File: src/sv/tld_pkg.sv
// tld_pkg: shared types, codes and constants of the terminal line discipline
// no dependencies; used by every module of the block but tld_ring_ram

package tld_pkg;

  // ring and read burst sizing
  localparam int RING_DEPTH = 1024;
  localparam int MAX_READ   = 64;
  localparam int PTR_W      = $clog2(RING_DEPTH);
  localparam int LEN_W      = 7;
  localparam int CNT_W      = $clog2(MAX_READ + 1);
  localparam int CMP_W      = (PTR_W > LEN_W) ? PTR_W : LEN_W;
  localparam int IDX_W      = 3;

  // character codes
  localparam logic [7:0] CH_NUL = 8'h00;
  localparam logic [7:0] CH_NL  = 8'h0A;
  localparam logic [7:0] CH_CR  = 8'h0D;

  // command codes
  typedef enum logic [1:0] {
    CMD_RECV  = 2'd0,
    CMD_READ  = 2'd1,
    CMD_WRITE = 2'd2
  } cmd_t;

  // result kinds
  typedef enum logic [1:0] {
    KIND_OUT   = 2'd0,
    KIND_INTR  = 2'd1,
    KIND_DATA  = 2'd2,
    KIND_EMPTY = 2'd3
  } kind_t;

  // configuration register indexes
  typedef enum logic [IDX_W-1:0] {
    REG_ISIG = 3'd0,
    REG_ECHO = 3'd1,
    REG_CRNL = 3'd2,
    REG_NLCR = 3'd3,
    REG_INTR = 3'd4
  } reg_idx_t;

  // sequencer states
  typedef enum logic [1:0] {
    ST_IDLE,
    ST_READ,
    ST_WR2
  } state_t;

  // mode bits seen by the sequencer
  typedef struct packed {
    logic       isig;
    logic       echo;
    logic       crnl;
    logic       nlcr;
    logic [7:0] intr_char;
  } cfg_t;

  localparam cfg_t CFG_RESET = '{isig: 1'b1, echo: 1'b1, crnl: 1'b1, nlcr: 1'b1,
                                 intr_char: 8'h03};

  // ring memory access request
  typedef struct packed {
    logic             we;
    logic [PTR_W-1:0] waddr;
    logic [7:0]       wdata;
    logic             re;
    logic [PTR_W-1:0] raddr;
  } ram_req_t;

endpackage

File: src/sv/tld_cfg_regs.sv
// tld_cfg_regs: mode registers written through the configuration channel
// depends on tld_pkg

module tld_cfg_regs (
  input  logic                      clk,
  input  logic                      rst,
  input  logic                      cfg_valid,
  output logic                      cfg_ready,
  input  logic [tld_pkg::IDX_W-1:0] cfg_index,
  input  logic [7:0]                cfg_data,
  output tld_pkg::cfg_t             cfg
);

  // the registers take a write in any cycle
  assign cfg_ready = 1'b1;

  // register file, indexes beyond the list are dropped
  always_ff @(posedge clk) begin
    if (rst) begin
      cfg <= tld_pkg::CFG_RESET;
    end else if (cfg_valid && cfg_ready) begin
      unique case (cfg_index)
        tld_pkg::REG_ISIG: cfg.isig      <= cfg_data[0];
        tld_pkg::REG_ECHO: cfg.echo      <= cfg_data[0];
        tld_pkg::REG_CRNL: cfg.crnl      <= cfg_data[0];
        tld_pkg::REG_NLCR: cfg.nlcr      <= cfg_data[0];
        tld_pkg::REG_INTR: cfg.intr_char <= cfg_data;
        default: ;
      endcase
    end
  end

endmodule

File: config.mk
export PLATFORM = sky130hd
export DESIGN_NAME = tld_cfg_regs
export DESIGN_NICKNAME = d
export VERILOG_FILES = /design/src/sv/tld_pkg.sv /design/src/sv/tld_cfg_regs.sv
export SDC_FILE = /design/constraint.sdc
export NUM_CORES = 1
export LEC_CHECK = 0
export BUFFER_PORTS_ARGS = -buffer_cell sky130_fd_sc_hd__buf_4
export CAP_MARGIN = 20
export CORE_MARGIN = 4
export CORE_UTILIZATION = 38
export DETAILED_ROUTE_END_ITERATION = 10
export HOLD_SLACK_MARGIN = 0.06
export PLACE_DENSITY = 0.79
export SYNTH_ARGS = -nofsm -noshare
export SYNTH_HDL_FRONTEND = slang
export SYNTH_SLANG_ARGS = --single-unit
File: constraint.sdc
create_clock -name clk -period 0.87 [get_ports clk]
set_clock_uncertainty 0.1 [all_clocks]
set_input_delay 0.2175 -clock clk [delete_from_list [all_inputs] [get_ports clk]]
set_output_delay 0.2175 -clock clk [all_outputs]
set_load 0.1 [all_outputs]
==> qor.yml <==
status: "complete, but fails checks"
failed_checks: "negative setup slack"
hpwl_um: 901.8
initial_core_util: 0.4137
critPathLaunch: "cfg[4]"
max-vdd-ir-drop_mv: 0.8860
top_regs: "cfg x12"
drt-initial-drc-count: 1
period_needed_ns: 1.128
drc: 0
antenna_cells: 0
pwr_density_cell_mw_per_mm2: 1179
cts-root-buf: "clkbuf_4"
area_growth_pct: 83.22
syn_nets: 68
drive_gt1_frac: 0.5732
io_buffers: 25
hp-start: "cfg_data[2]"
cp_slowest_stage_delay_ns: 0.36
pre_cts_slack_ns: -0.2956
cp.arrival_ns: 0.81
yosysSeqAreaShare: 0.4354
cts.sinks: 12
die_h_um: 46.11
post-route-period-util: 1.296
ys_types: 13
cts_buffers: 3
final-setup-viol-count: 12
rows: 13
crit_buf_inv: 1
power_w: 0.001192
stdcell_area_mm2: 0.001011
crit_fanout: 2
clk_pin_slew_worst_paths_ns: 0.08
place_area_um2: 819.5
finalHoldViolCount: 0
grt_max_degree: 21
h-tree-depth: 1
grt_pass1_wl_mm: 2.228
synth_seq_cells: 12
finalWorstSetupSlack_ns: -0.2578
clock_latency_ns: 0.27
drt_pass1_iterations: 2
globalRouteTotalUtil: 0.1548
drt_wl_total_mm: 1.269
syn_area_per_cell_um2: 10.22
cp_top_family: "flip-flops"
post_drt_wl_per_cell_um: 13.08
cts_tree: "done"
path_class: "register to primary output"
slowest_stage: "dfxtp_4"
cp-start-kind: "register"
maxCapViolCount: 0
vias: 474
die-area_mm2: 0.002126
end_kind: "primary output"
path_cells: "buf_12"
fmax_mhz: 886.6
largest_reg_flops: 12
required_ns: 0.55
first_global_vias: 529
ys_warn_count: 0
antenna_found_initial: 0
top_register: "cfg"
ioPinCount: 27
slew_viol_final: 0
cts_buffer_depth: 2
r2r-start: "cfg[0]"
die_w_um: 46.11
synthCells: 54
rsz0062_at_grt: "yes"
nNetsFinal: 97
overflow: 0
cts_setup_buffers: 0
fp.coreArea_mm2: 0.001334
place_congestion: 0.7501
p_leak_nw: 0.4028
syn_area_um2: 551.8
routed_via_density: 4.887
ant_nets: 0
hold_path_class: "input port to register"
synthesized netlist by cell type:
library cell / number / area [um2]
and4bb_1: 1 / 12.51
and4bb_2: 2 / 25.02
buf_2: 1 / 5.000
buf_4: 1 / 7.510
buf_6: 1 / 11.26
clkbuf_1: 1 / 3.750
conb_1: 1 / 3.750
dfxtp_1: 12 / 240.2
mux2i_1: 12 / 120.1
nand2b_1: 12 / 75.07
nand4b_1: 1 / 8.760
nor2_1: 8 / 30.03
nor4b_1: 1 / 8.760
power breakdown:
| part | internal, W | total, W | switching [W] |
|---|---|---|---|
| logic | 0.000132 | 0.000293 | 0.000161 |
| registers | 0.000533 | 0.000546 | 0.0000128 |
| clock network | 0.000166 | 0.000354 | 0.000188 |
| total | 0.000831 | 0.00119 | 0.000362 |
cells by family after synthesis:
group / count (synthesis) / share of synthesized area
mux: 12 / 0.2177
flops: 12 / 0.4354
buf+inv: 4 / 0.04988
other cells: 1 / 0.006796
simple gates: 25 / 0.2902
area by class of cell:
type | count | area [um2]
multi-input cells | 38 | 292.8
fillers | 89 | 322.8
repair buffers | 28 | 387.9
flip-flops and latches | 12 | 285.3
clock buffers | 3 | 22.52
clock inverters | 1 | 3.754
well taps | 15 | 18.77
metal layers:
layer,GRT usage,vias up,part of all wire
met4,0.1534,0,0.039
met1,0.1730,217,0.38
met2,0.2308,15,0.52
met5,0,-,0
li1,-,238,-
met3,0.03906,4,0.053
cell usage in the layout, fill, tap and decap left out:
cell type	instances
buf_12	13
nor2_1	7
and4bb_1	1
nor2_2	1
and4bb_2	2
clkinv_1	1
nand2b_1	12
mux2i_1	12
buf_4	12
nand4b_1	1
buf_8	1
conb_1	1
buf_6	2
dfxtp_4	12
clkbuf_4	3
nor4b_2	1
final timing paths:
kind	depth (start not counted)	slack, ns	to
worst max-delay path	1	-0.26	cfg[4]
worst min-delay path	3	0.1	cfg[2]
worst max register to register	2	0.14	cfg[0]
worst min register to register	2	0.41	cfg[6]
stage by stage:
step	hold slack, ns	cells	setup TNS, ns	utilization
2_1_floorplan	0.2622	54	-0.6804	-
3_3_place_gp	0.3747	93	-3.328	0.6144
3_5_place_dp	0.3843	93	-3.557	0.6144
4_1_cts	0.08434	97	-3.195	0.7467
5_1_grt	0.09545	97	-3.472	0.7580
6_report	0.09525	97	-3.029	0.7580
repair_timing:
item / in CTS / in global routing
pin swaps: 0 / 2
hold buffers: 0 / 0
resized for setup: 36 / 4
setup endpoints to repair: 12 / 21
Note: power is estimated with default switching activity, not from simulation.
