**config.mk**
```make
export PLATFORM = sky130hd
export DESIGN_NAME = tld_ctrl
export DESIGN_NICKNAME = d
export VERILOG_FILES = /design/src/sv/tld_pkg.sv /design/src/sv/tld_ctrl.sv
export SDC_FILE = /design/constraint.sdc
export NUM_CORES = 1
export LEC_CHECK = 0
export ABC_CLOCK_PERIOD_IN_PS = 5700
export BUFFER_PORTS_ARGS = -buffer_cell sky130_fd_sc_hd__buf_2
export CAP_MARGIN = 20
export CORE_MARGIN = 2
export CORE_UTILIZATION = 35
export CTS_CLUSTER_SIZE = 12
export DETAILED_ROUTE_END_ITERATION = 10
export PLACE_DENSITY = 0.65
export REMOVE_ABC_BUFFERS = 1
export SLEW_MARGIN = 10
export SYNTH_ARGS = -nofsm -noshare
export SYNTH_HDL_FRONTEND = slang
export SYNTH_SLANG_ARGS = --single-unit
```
**constraint.sdc**
```tcl
create_clock -name clk -period 5.7 [get_ports clk]
set_input_delay 0.855 -clock clk [delete_from_list [all_inputs] [get_ports clk]]
set_output_delay 0.855 -clock clk [all_outputs]
set_load 0.02 [all_outputs]
```
**src/sv/tld_pkg.sv**
```systemverilog
// tld_pkg: shared types, codes and constants of the terminal line discipline
// no dependencies; used by every module of the block but tld_ring_ram

package tld_pkg;

  // ring and read burst sizing
  localparam int RING_DEPTH = 1024;
  localparam int MAX_READ   = 64;
  localparam int PTR_W      = $clog2(RING_DEPTH);
  localparam int LEN_W      = 7;
  localparam int CNT_W      = $clog2(MAX_READ + 1);
  localparam int CMP_W      = (PTR_W > LEN_W) ? PTR_W : LEN_W;
  localparam int IDX_W      = 3;

  // character codes
  localparam logic [7:0] CH_NUL = 8'h00;
  localparam logic [7:0] CH_NL  = 8'h0A;
  localparam logic [7:0] CH_CR  = 8'h0D;

  // command codes
  typedef enum logic [1:0] {
    CMD_RECV  = 2'd0,
    CMD_READ  = 2'd1,
    CMD_WRITE = 2'd2
  } cmd_t;

  // result kinds
  typedef enum logic [1:0] {
    KIND_OUT   = 2'd0,
    KIND_INTR  = 2'd1,
    KIND_DATA  = 2'd2,
    KIND_EMPTY = 2'd3
  } kind_t;

  // configuration register indexes
  typedef enum logic [IDX_W-1:0] {
    REG_ISIG = 3'd0,
    REG_ECHO = 3'd1,
    REG_CRNL = 3'd2,
    REG_NLCR = 3'd3,
    REG_INTR = 3'd4
  } reg_idx_t;

  // sequencer states
  typedef enum logic [1:0] {
    ST_IDLE,
    ST_READ,
    ST_WR2
  } state_t;

  // mode bits seen by the sequencer
  typedef struct packed {
    logic       isig;
    logic       echo;
    logic       crnl;
    logic       nlcr;
    logic [7:0] intr_char;
  } cfg_t;

  localparam cfg_t CFG_RESET = '{isig: 1'b1, echo: 1'b1, crnl: 1'b1, nlcr: 1'b1,
                                 intr_char: 8'h03};

  // ring memory access request
  typedef struct packed {
    logic             we;
    logic [PTR_W-1:0] waddr;
    logic [7:0]       wdata;
    logic             re;
    logic [PTR_W-1:0] raddr;
  } ram_req_t;

endpackage

```
**src/sv/tld_ctrl.sv**
```systemverilog
// tld_ctrl: command sequencer, ring pointers and result register
// depends on tld_pkg; drives the ring ram through a ram_req_t bundle

module tld_ctrl (
  input  logic                      clk,
  input  logic                      rst,
  input  logic                      start,
  output logic                      busy,
  input  logic [1:0]                cmd,
  input  logic [7:0]                data_byte,
  input  logic [tld_pkg::LEN_W-1:0] read_length,
  input  logic                      write_last,
  input  tld_pkg::cfg_t             cfg,
  output tld_pkg::ram_req_t         ram_req,
  input  logic [7:0]                ram_rdata,
  output logic                      strobe,
  output logic [1:0]                kind,
  output logic [7:0]                out_byte,
  output logic                      last
);

  localparam int PTR_W = tld_pkg::PTR_W;
  localparam int LEN_W = tld_pkg::LEN_W;
  localparam int CNT_W = tld_pkg::CNT_W;
  localparam int CMP_W = tld_pkg::CMP_W;

  tld_pkg::state_t   state, state_next;
  logic [PTR_W-1:0]  rp, rp_next, wp, wp_next;
  logic              stopped, stopped_next;
  logic [CNT_W-1:0]  left, left_next;
  logic              strobe_r, strobe_next;
  tld_pkg::kind_t    kind_r, kind_next;
  logic [7:0]        byte_r, byte_next;
  logic              last_r, last_next;
  logic              from_ram, from_ram_next;

  logic              accept;
  logic [PTR_W-1:0]  rp_inc, wp_inc;
  logic              full;
  logic [PTR_W:0]    diff;
  logic [PTR_W-1:0]  avail;
  logic [LEN_W-1:0]  len_sat;
  logic [CNT_W-1:0]  n;
  logic [7:0]        echo_byte;

  assign accept = start && (state == tld_pkg::ST_IDLE);
  assign busy   = (state != tld_pkg::ST_IDLE);

  // pointer increments with wrap at the ring depth
  assign rp_inc = (rp == PTR_W'(tld_pkg::RING_DEPTH - 1)) ? '0 : rp + 1'b1;
  assign wp_inc = (wp == PTR_W'(tld_pkg::RING_DEPTH - 1)) ? '0 : wp + 1'b1;
  assign full   = (wp_inc == rp);

  // fill level of the ring
  always_comb begin
    diff = {1'b0, wp} - {1'b0, rp};
    if (wp < rp) begin
      diff = diff + (PTR_W + 1)'(tld_pkg::RING_DEPTH);
    end
    avail = diff[PTR_W-1:0];
  end

  // burst length: saturate the request, then clip to the fill level
  assign len_sat = (read_length > LEN_W'(tld_pkg::MAX_READ)) ?
                   LEN_W'(tld_pkg::MAX_READ) : read_length;
  assign n = (CMP_W'(avail) < CMP_W'(len_sat)) ? CNT_W'(avail) : CNT_W'(len_sat);

  // received byte after the optional cr to nl map
  assign echo_byte = (cfg.crnl && data_byte == tld_pkg::CH_CR) ? tld_pkg::CH_NL : data_byte;

  // next state and result
  always_comb begin
    state_next    = state;
    rp_next       = rp;
    wp_next       = wp;
    stopped_next  = stopped;
    left_next     = left;
    strobe_next   = 1'b0;
    kind_next     = kind_r;
    byte_next     = byte_r;
    last_next     = last_r;
    from_ram_next = 1'b0;
    ram_req       = '0;
    ram_req.waddr = wp;
    ram_req.wdata = data_byte;
    ram_req.raddr = rp;

    unique case (state)
      tld_pkg::ST_IDLE: begin
        if (accept) begin
          unique case (cmd)
            tld_pkg::CMD_RECV: begin
              if (!full) begin
                ram_req.we = 1'b1;
                wp_next    = wp_inc;
                if (cfg.isig && data_byte == cfg.intr_char) begin
                  strobe_next = 1'b1;
                  kind_next   = tld_pkg::KIND_INTR;
                  byte_next   = '0;
                  last_next   = 1'b1;
                end else if (cfg.echo) begin
                  strobe_next = 1'b1;
                  kind_next   = tld_pkg::KIND_OUT;
                  byte_next   = echo_byte;
                  last_next   = 1'b1;
                end
              end
            end
            tld_pkg::CMD_READ: begin
              strobe_next = 1'b1;
              if (n == '0) begin
                kind_next = tld_pkg::KIND_EMPTY;
                byte_next = '0;
                last_next = 1'b1;
              end else begin
                ram_req.re    = 1'b1;
                rp_next       = rp_inc;
                kind_next     = tld_pkg::KIND_DATA;
                from_ram_next = 1'b1;
                last_next     = (n == CNT_W'(1));
                left_next     = n - 1'b1;
                if (n != CNT_W'(1)) begin
                  state_next = tld_pkg::ST_READ;
                end
              end
            end
            tld_pkg::CMD_WRITE: begin
              if (stopped) begin
                if (write_last) begin
                  stopped_next = 1'b0;
                end
              end else if (data_byte == tld_pkg::CH_NUL) begin
                if (!write_last) begin
                  stopped_next = 1'b1;
                end
              end else if (cfg.nlcr && data_byte == tld_pkg::CH_NL) begin
                strobe_next = 1'b1;
                kind_next   = tld_pkg::KIND_OUT;
                byte_next   = tld_pkg::CH_CR;
                last_next   = 1'b0;
                state_next  = tld_pkg::ST_WR2;
              end else begin
                strobe_next = 1'b1;
                kind_next   = tld_pkg::KIND_OUT;
                byte_next   = data_byte;
                last_next   = 1'b1;
              end
            end
            default: ;
          endcase
        end
      end
      // one ring read per cycle, data lands with the strobe
      tld_pkg::ST_READ: begin
        ram_req.re    = 1'b1;
        rp_next       = rp_inc;
        strobe_next   = 1'b1;
        kind_next     = tld_pkg::KIND_DATA;
        from_ram_next = 1'b1;
        last_next     = (left == CNT_W'(1));
        left_next     = left - 1'b1;
        if (left == CNT_W'(1)) begin
          state_next = tld_pkg::ST_IDLE;
        end
      end
      // newline that follows the inserted carriage return
      tld_pkg::ST_WR2: begin
        strobe_next = 1'b1;
        kind_next   = tld_pkg::KIND_OUT;
        byte_next   = tld_pkg::CH_NL;
        last_next   = 1'b1;
        state_next  = tld_pkg::ST_IDLE;
      end
      default: state_next = tld_pkg::ST_IDLE;
    endcase
  end

  // control registers
  always_ff @(posedge clk) begin
    if (rst) begin
      state    <= tld_pkg::ST_IDLE;
      rp       <= '0;
      wp       <= '0;
      stopped  <= 1'b0;
      left     <= '0;
      strobe_r <= 1'b0;
      from_ram <= 1'b0;
    end else begin
      state    <= state_next;
      rp       <= rp_next;
      wp       <= wp_next;
      stopped  <= stopped_next;
      left     <= left_next;
      strobe_r <= strobe_next;
      from_ram <= from_ram_next;
    end
  end

  // result payload
  always_ff @(posedge clk) begin
    kind_r <= kind_next;
    byte_r <= byte_next;
    last_r <= last_next;
  end

  assign strobe   = strobe_r;
  assign kind     = kind_r;
  assign out_byte = from_ram ? ram_rdata : byte_r;
  assign last     = last_r;

`ifndef SYNTHESIS
  // a burst state always emits a data result in the next cycle
  a_read_emits: assert property (@(posedge clk) disable iff (rst)
    (state == tld_pkg::ST_READ) |=> (strobe && kind == tld_pkg::KIND_DATA))
    else $error("read burst cycle without a data result");

  // the carriage return goes out while the newline is pending
  a_cr_before_nl: assert property (@(posedge clk) disable iff (rst)
    (state == tld_pkg::ST_WR2) |-> (strobe && out_byte == tld_pkg::CH_CR && !last))
    else $error("newline expansion without a leading carriage return");

  // a result that is not the last one of its item is followed by another
  a_no_gap: assert property (@(posedge clk) disable iff (rst)
    (strobe && !last) |=> strobe)
    else $error("result sequence broken before its last result");

  // pointers stay inside the ring
  a_ptr_range: assert property (@(posedge clk) disable iff (rst)
    (rp <= PTR_W'(tld_pkg::RING_DEPTH - 1)) && (wp <= PTR_W'(tld_pkg::RING_DEPTH - 1)))
    else $error("ring pointer out of range");
`endif

endmodule

```
==> results.md <==
Clocking:
- The clock tree from TritonCTS is yes.
- Clock-pin slew was measured on the worst setup and hold paths at about 0.070 ns.
- In this run the deepest clock path goes through 2 buffers.
- The clock net in this run drives a total of 43 sinks.
- The CTS root buffer is sky130_fd_sc_hd__clkbuf_16.
- The clock latency on the worst-skew pair is between 0.2 and 0.3 ns.
- The deepest level of the CTS H-tree is 2.
- Clock tree synthesis inserted a total of 5 buffers.

Detailed routing:
- The routed via count divided by cell count is between 5 and 6.
- For this block, the initial DRC count from the detailed router was ~220.
- The routed design uses 5.30 mm of met2 wire.
- In the routed design, unresolved DRC markers number 0.
- The routed via count is about 4000.
- The number of iterations in the first detailed-routing pass is 4.
- The count of nets left with antenna violations once routing finished came out at 0.
- The wire length after detailed routing is 11.0 mm.
- After detailed routing, the wire length on met1 is 5.03 mm.
- The uppermost layer routed is met4.
- In the final routed layout, each cell accounts on average for approximately 15 um.
- The routed length on met3 is roughly 550 um.

Pwr:
- The worst-case IR drop observed on VDD is around 0.14 mV.
- Summed over all nets, the switching power comes to between 400 and 500 uW.
- The power density over the cells is around 260 nW/um2.
- The sequential group share of total power is 0.277.
- Summed over all cells, the static leakage comes to about 2.1 nW.
- The internal portion of the total power is 817 uW.
- Power comes to around 1.3 mW.
- The part of the power in the clock network is 0.266.
- The switching share of power is 0.351.
- The share of total power dissipated in combinational logic is 0.457.

Floorplan:
- From bottom edge to top edge, the die measures about 110 um.
- For this configuration, the core starts out at a cell density of 0.358.
- The die covers about 13000 um2.
- In this run the core area contains 39 standard-cell rows.
- The die outline width is between 100 and 150 um.
- During I/O placement, the number of pins put on the boundary was 84.
- The placeable core region is about 11000 um2.

Synthesis:
- The sequential share of the synthesized area is 0.238.
- The synthesis-stage register bit count is 43.
- The cell area that synthesis handed to floorplanning was around 4000 um2.
- In the synthesized netlist the async set-or-reset flop fraction comes to 0.
- The distinct cell type count after synthesis is 70.
- The Yosys step of the flow raised 0 warnings.
- Among all flip-flop cells after synthesis, the most frequent one is sky130_fd_sc_hd__dfxtp_1.
- The number of enable flip-flop cells after synthesis is 11.
- The post-synthesis area per instance is slightly below 8 um2.
- After technology mapping, the gate count stands at between 500 and 600.

Status:
- The run finished with clean final reports.

Setup path:
- The cell repeated most along the worst path is sky130_fd_sc_hd__inv_1.
- Data on the critical path arrives at its endpoint at roughly 4.6 ns.
- The buffers plus inverters on the worst setup path is 4.
- The type of element capturing the critical path is a primary output.
- The largest fanout of any net on the critical path is 10.
- Data on the critical path is required at its endpoint by approximately 4.9 ns.
- Broken down by cell family, the worst path's largest delay share belongs to adder cells.
- The largest single stage delay on the critical path is 0.42 ns.
- The category of the most critical setup path is flop to primary output.
- Traced cell by cell, the critical path runs through inv_1 > ha_1 > inv_1 > fa_2 > a211oi_4 > o21ai_0 > o211ai_1 > inv_1 > ha_1 > o21ai_0 > nand3_1 > o21ai_1 > o211ai_1 > nor3_4 > mux2_4 > ha_2 > nand4_1 > nor4_4 > or3_4 > nand2_1 > buf_2.
- STA classifies the critical path startpoint as a flop.
- For this design, the slowest cell found on the critical path is sky130_fd_sc_hd__fa_2.

Final layout:
- In the final layout, the share of cells above drive strength 1 is 0.266.
- Compared with the post-synthesis result, the final layout area differs by 19.7%.
- The number of antenna repair diodes is 0.
- Leaving out fill and tap cells, the most frequent cells in the layout are sky130_fd_sc_hd__buf_2, sky130_fd_sc_hd__nor2_1, sky130_fd_sc_hd__nand2_1, sky130_fd_sc_hd__inv_1, sky130_fd_sc_hd__dfxtp_1.
- The final non-filler cell total is around 740.
- The leading cell type in the layout, fill and taps excluded is sky130_fd_sc_hd__buf_2.
- The net count of the finished layout is 670.

Global routing:
- The initial antenna violation count is 0.
- Entering global routing, the biggest net connects 27 pins.
- Global routing finished with a remaining overflow of 0.
- The first global-routing pass estimated around 18 mm of wire.
- The via count of the first global-routing pass came to 3758.
- The overall track demand over capacity in global routing is 0.169.

Timing:
- At the pin with the least slew margin, the transition time is between 0.6 and 0.7 ns.
- The final total negative setup slack is 0 ns.
- Of the available clock period, the critical path in the final layout requires 0.956.
- The final-report hold violation count is 0.
- The relative slew slack is 0.597.
- Subtracting the final worst setup slack from the clock period gives ~5.4 ns.
- The maximum achievable frequency is around 0.18 GHz.
- The final setup skew is around 0.0074 ns.
- The max-slew violation count is 0.
- The worst hold slack is between 0.5 and 0.6 ns.
- The total setup violations reported at the end of the flow is 0.

Placement:
- The congestion estimate from routability-driven global placement came to between 0.8 and 0.9.
- The half-perimeter wire length after placement is between 8 and 9 mm.
- The number of cells in the design after placement is around 720.
- Buffers placed on the I/O ports in this run total 83.

Hold path:
- The min-delay analysis places its worst path in the category flop to flop.

Flow run:
- The number of violations of the max-capacitance limit is 0.
[path summary, 6_finish.rpt]
kind / slack (ns) / depth (start not counted) / start / end
setup / recovery: 0.25 / 21 / wp[0] / ram_req[10]
setup reg to reg: 0.83 / 24 / wp[0] / rp[2]
hold / removal: 0.51 / 2 / stopped / stopped
hold reg to reg: 0.51 / 2 / stopped / stopped
[tightest hold or removal path, delay by kind of cell, from the launching register on]
family	cells	cell delay (ns)
flip-flops	1	0.34
AO/OA/AOI/OAI	1	0.05
AND/OR/NAND/NOR	1	0.08
[power groups by stage]
stage | clock [mW] | sequential, mW | combinational [mW]
final | 0.335 | 0.349 | 0.575
after global routing | 0.357 | 0.352 | 0.628
after CTS | 0.340 | 0.349 | 0.513
after detailed placement | 0 | 0.356 | 0.491
after global placement | 0 | 0.355 | 0.483
after floorplan | 0 | 0.360 | 0.353
[layer usage]
metal / GRT usage / up-vias
met5: 0 / -
met4: 0.0415 / 0
met3: 0.0329 / 15
met2: 0.290 / 105
met1: 0.221 / 1885
li1: - / 2012
[cell usage after synthesis (12+ instances only)]
| master | instances | area [um2] |
|---|---|---|
| sky130_fd_sc_hd__dfxtp_1 | 32 | 641 |
| sky130_fd_sc_hd__mux2_2 | 14 | 158 |
| sky130_fd_sc_hd__o21ai_0 | 23 | 115 |
| sky130_fd_sc_hd__nand2_1 | 38 | 143 |
| sky130_fd_sc_hd__a21oi_1 | 27 | 135 |
| sky130_fd_sc_hd__xnor2_1 | 24 | 210 |
| sky130_fd_sc_hd__inv_1 | 37 | 139 |
| sky130_fd_sc_hd__nor3_1 | 23 | 115 |
| sky130_fd_sc_hd__ha_1 | 31 | 388 |
| sky130_fd_sc_hd__nand4_1 | 13 | 81.3 |
| sky130_fd_sc_hd__nand3_1 | 14 | 70.1 |
| sky130_fd_sc_hd__or3_1 | 12 | 75.1 |
| sky130_fd_sc_hd__nor2_1 | 52 | 195 |
[kinds of logic (layout without fill, tap and decap cells)]
kind of cell	after synthesis	after routing	share of synthesized area
multiplexers	19	19	0.0508
AO/OA/AOI/OAI	121	121	0.213
adder cells (fa/ha/maj)	32	32	0.0998
flip-flops	43	43	0.238
AND/OR/NAND/NOR	200	200	0.249
buffers and inverters	67	149	0.0768
XOR/XNOR	34	34	0.0728
[repair_timing]
item	CTS	global route
endpoints found under the hold margin	0	0
hold buffers	0	0
pin swaps	1	7
gates resized for setup	3	17
endpoints found under the setup margin	1	1
buffers inserted	2	9
[final cells by class]
class | instances | area [um2]
Multi-Input combinational cell | 406 | 2870
Inverter | 39 | 146
Sequential cell | 43 | 973
Clock inverter | 3 | 43.8
Tap cell | 143 | 179
Timing Repair Buffer | 102 | 558
Clock buffer | 5 | 125
Fill cell | 1147 | 6530
[state kept, by name (all words and copies together) (netlist names)]
signal    cells
from_ram      1
state         2
strobe        1
left          7
kind          2
wp           10
byte_r        8
rp           10
last          1
stopped       1
[stage by stage]
stage          setup WS [ns]  utilization  instance area [um2]
6_report               0.251        0.429                 4890
3_5_place_dp           0.183        0.401                 4570
3_3_place_gp           0.391        0.401                 4570
2_1_floorplan          0.323            -                 3920
5_1_grt              -0.0848        0.429                 4890
4_1_cts               0.0625        0.418                 4780
Power figures use the tool's default switching activity.
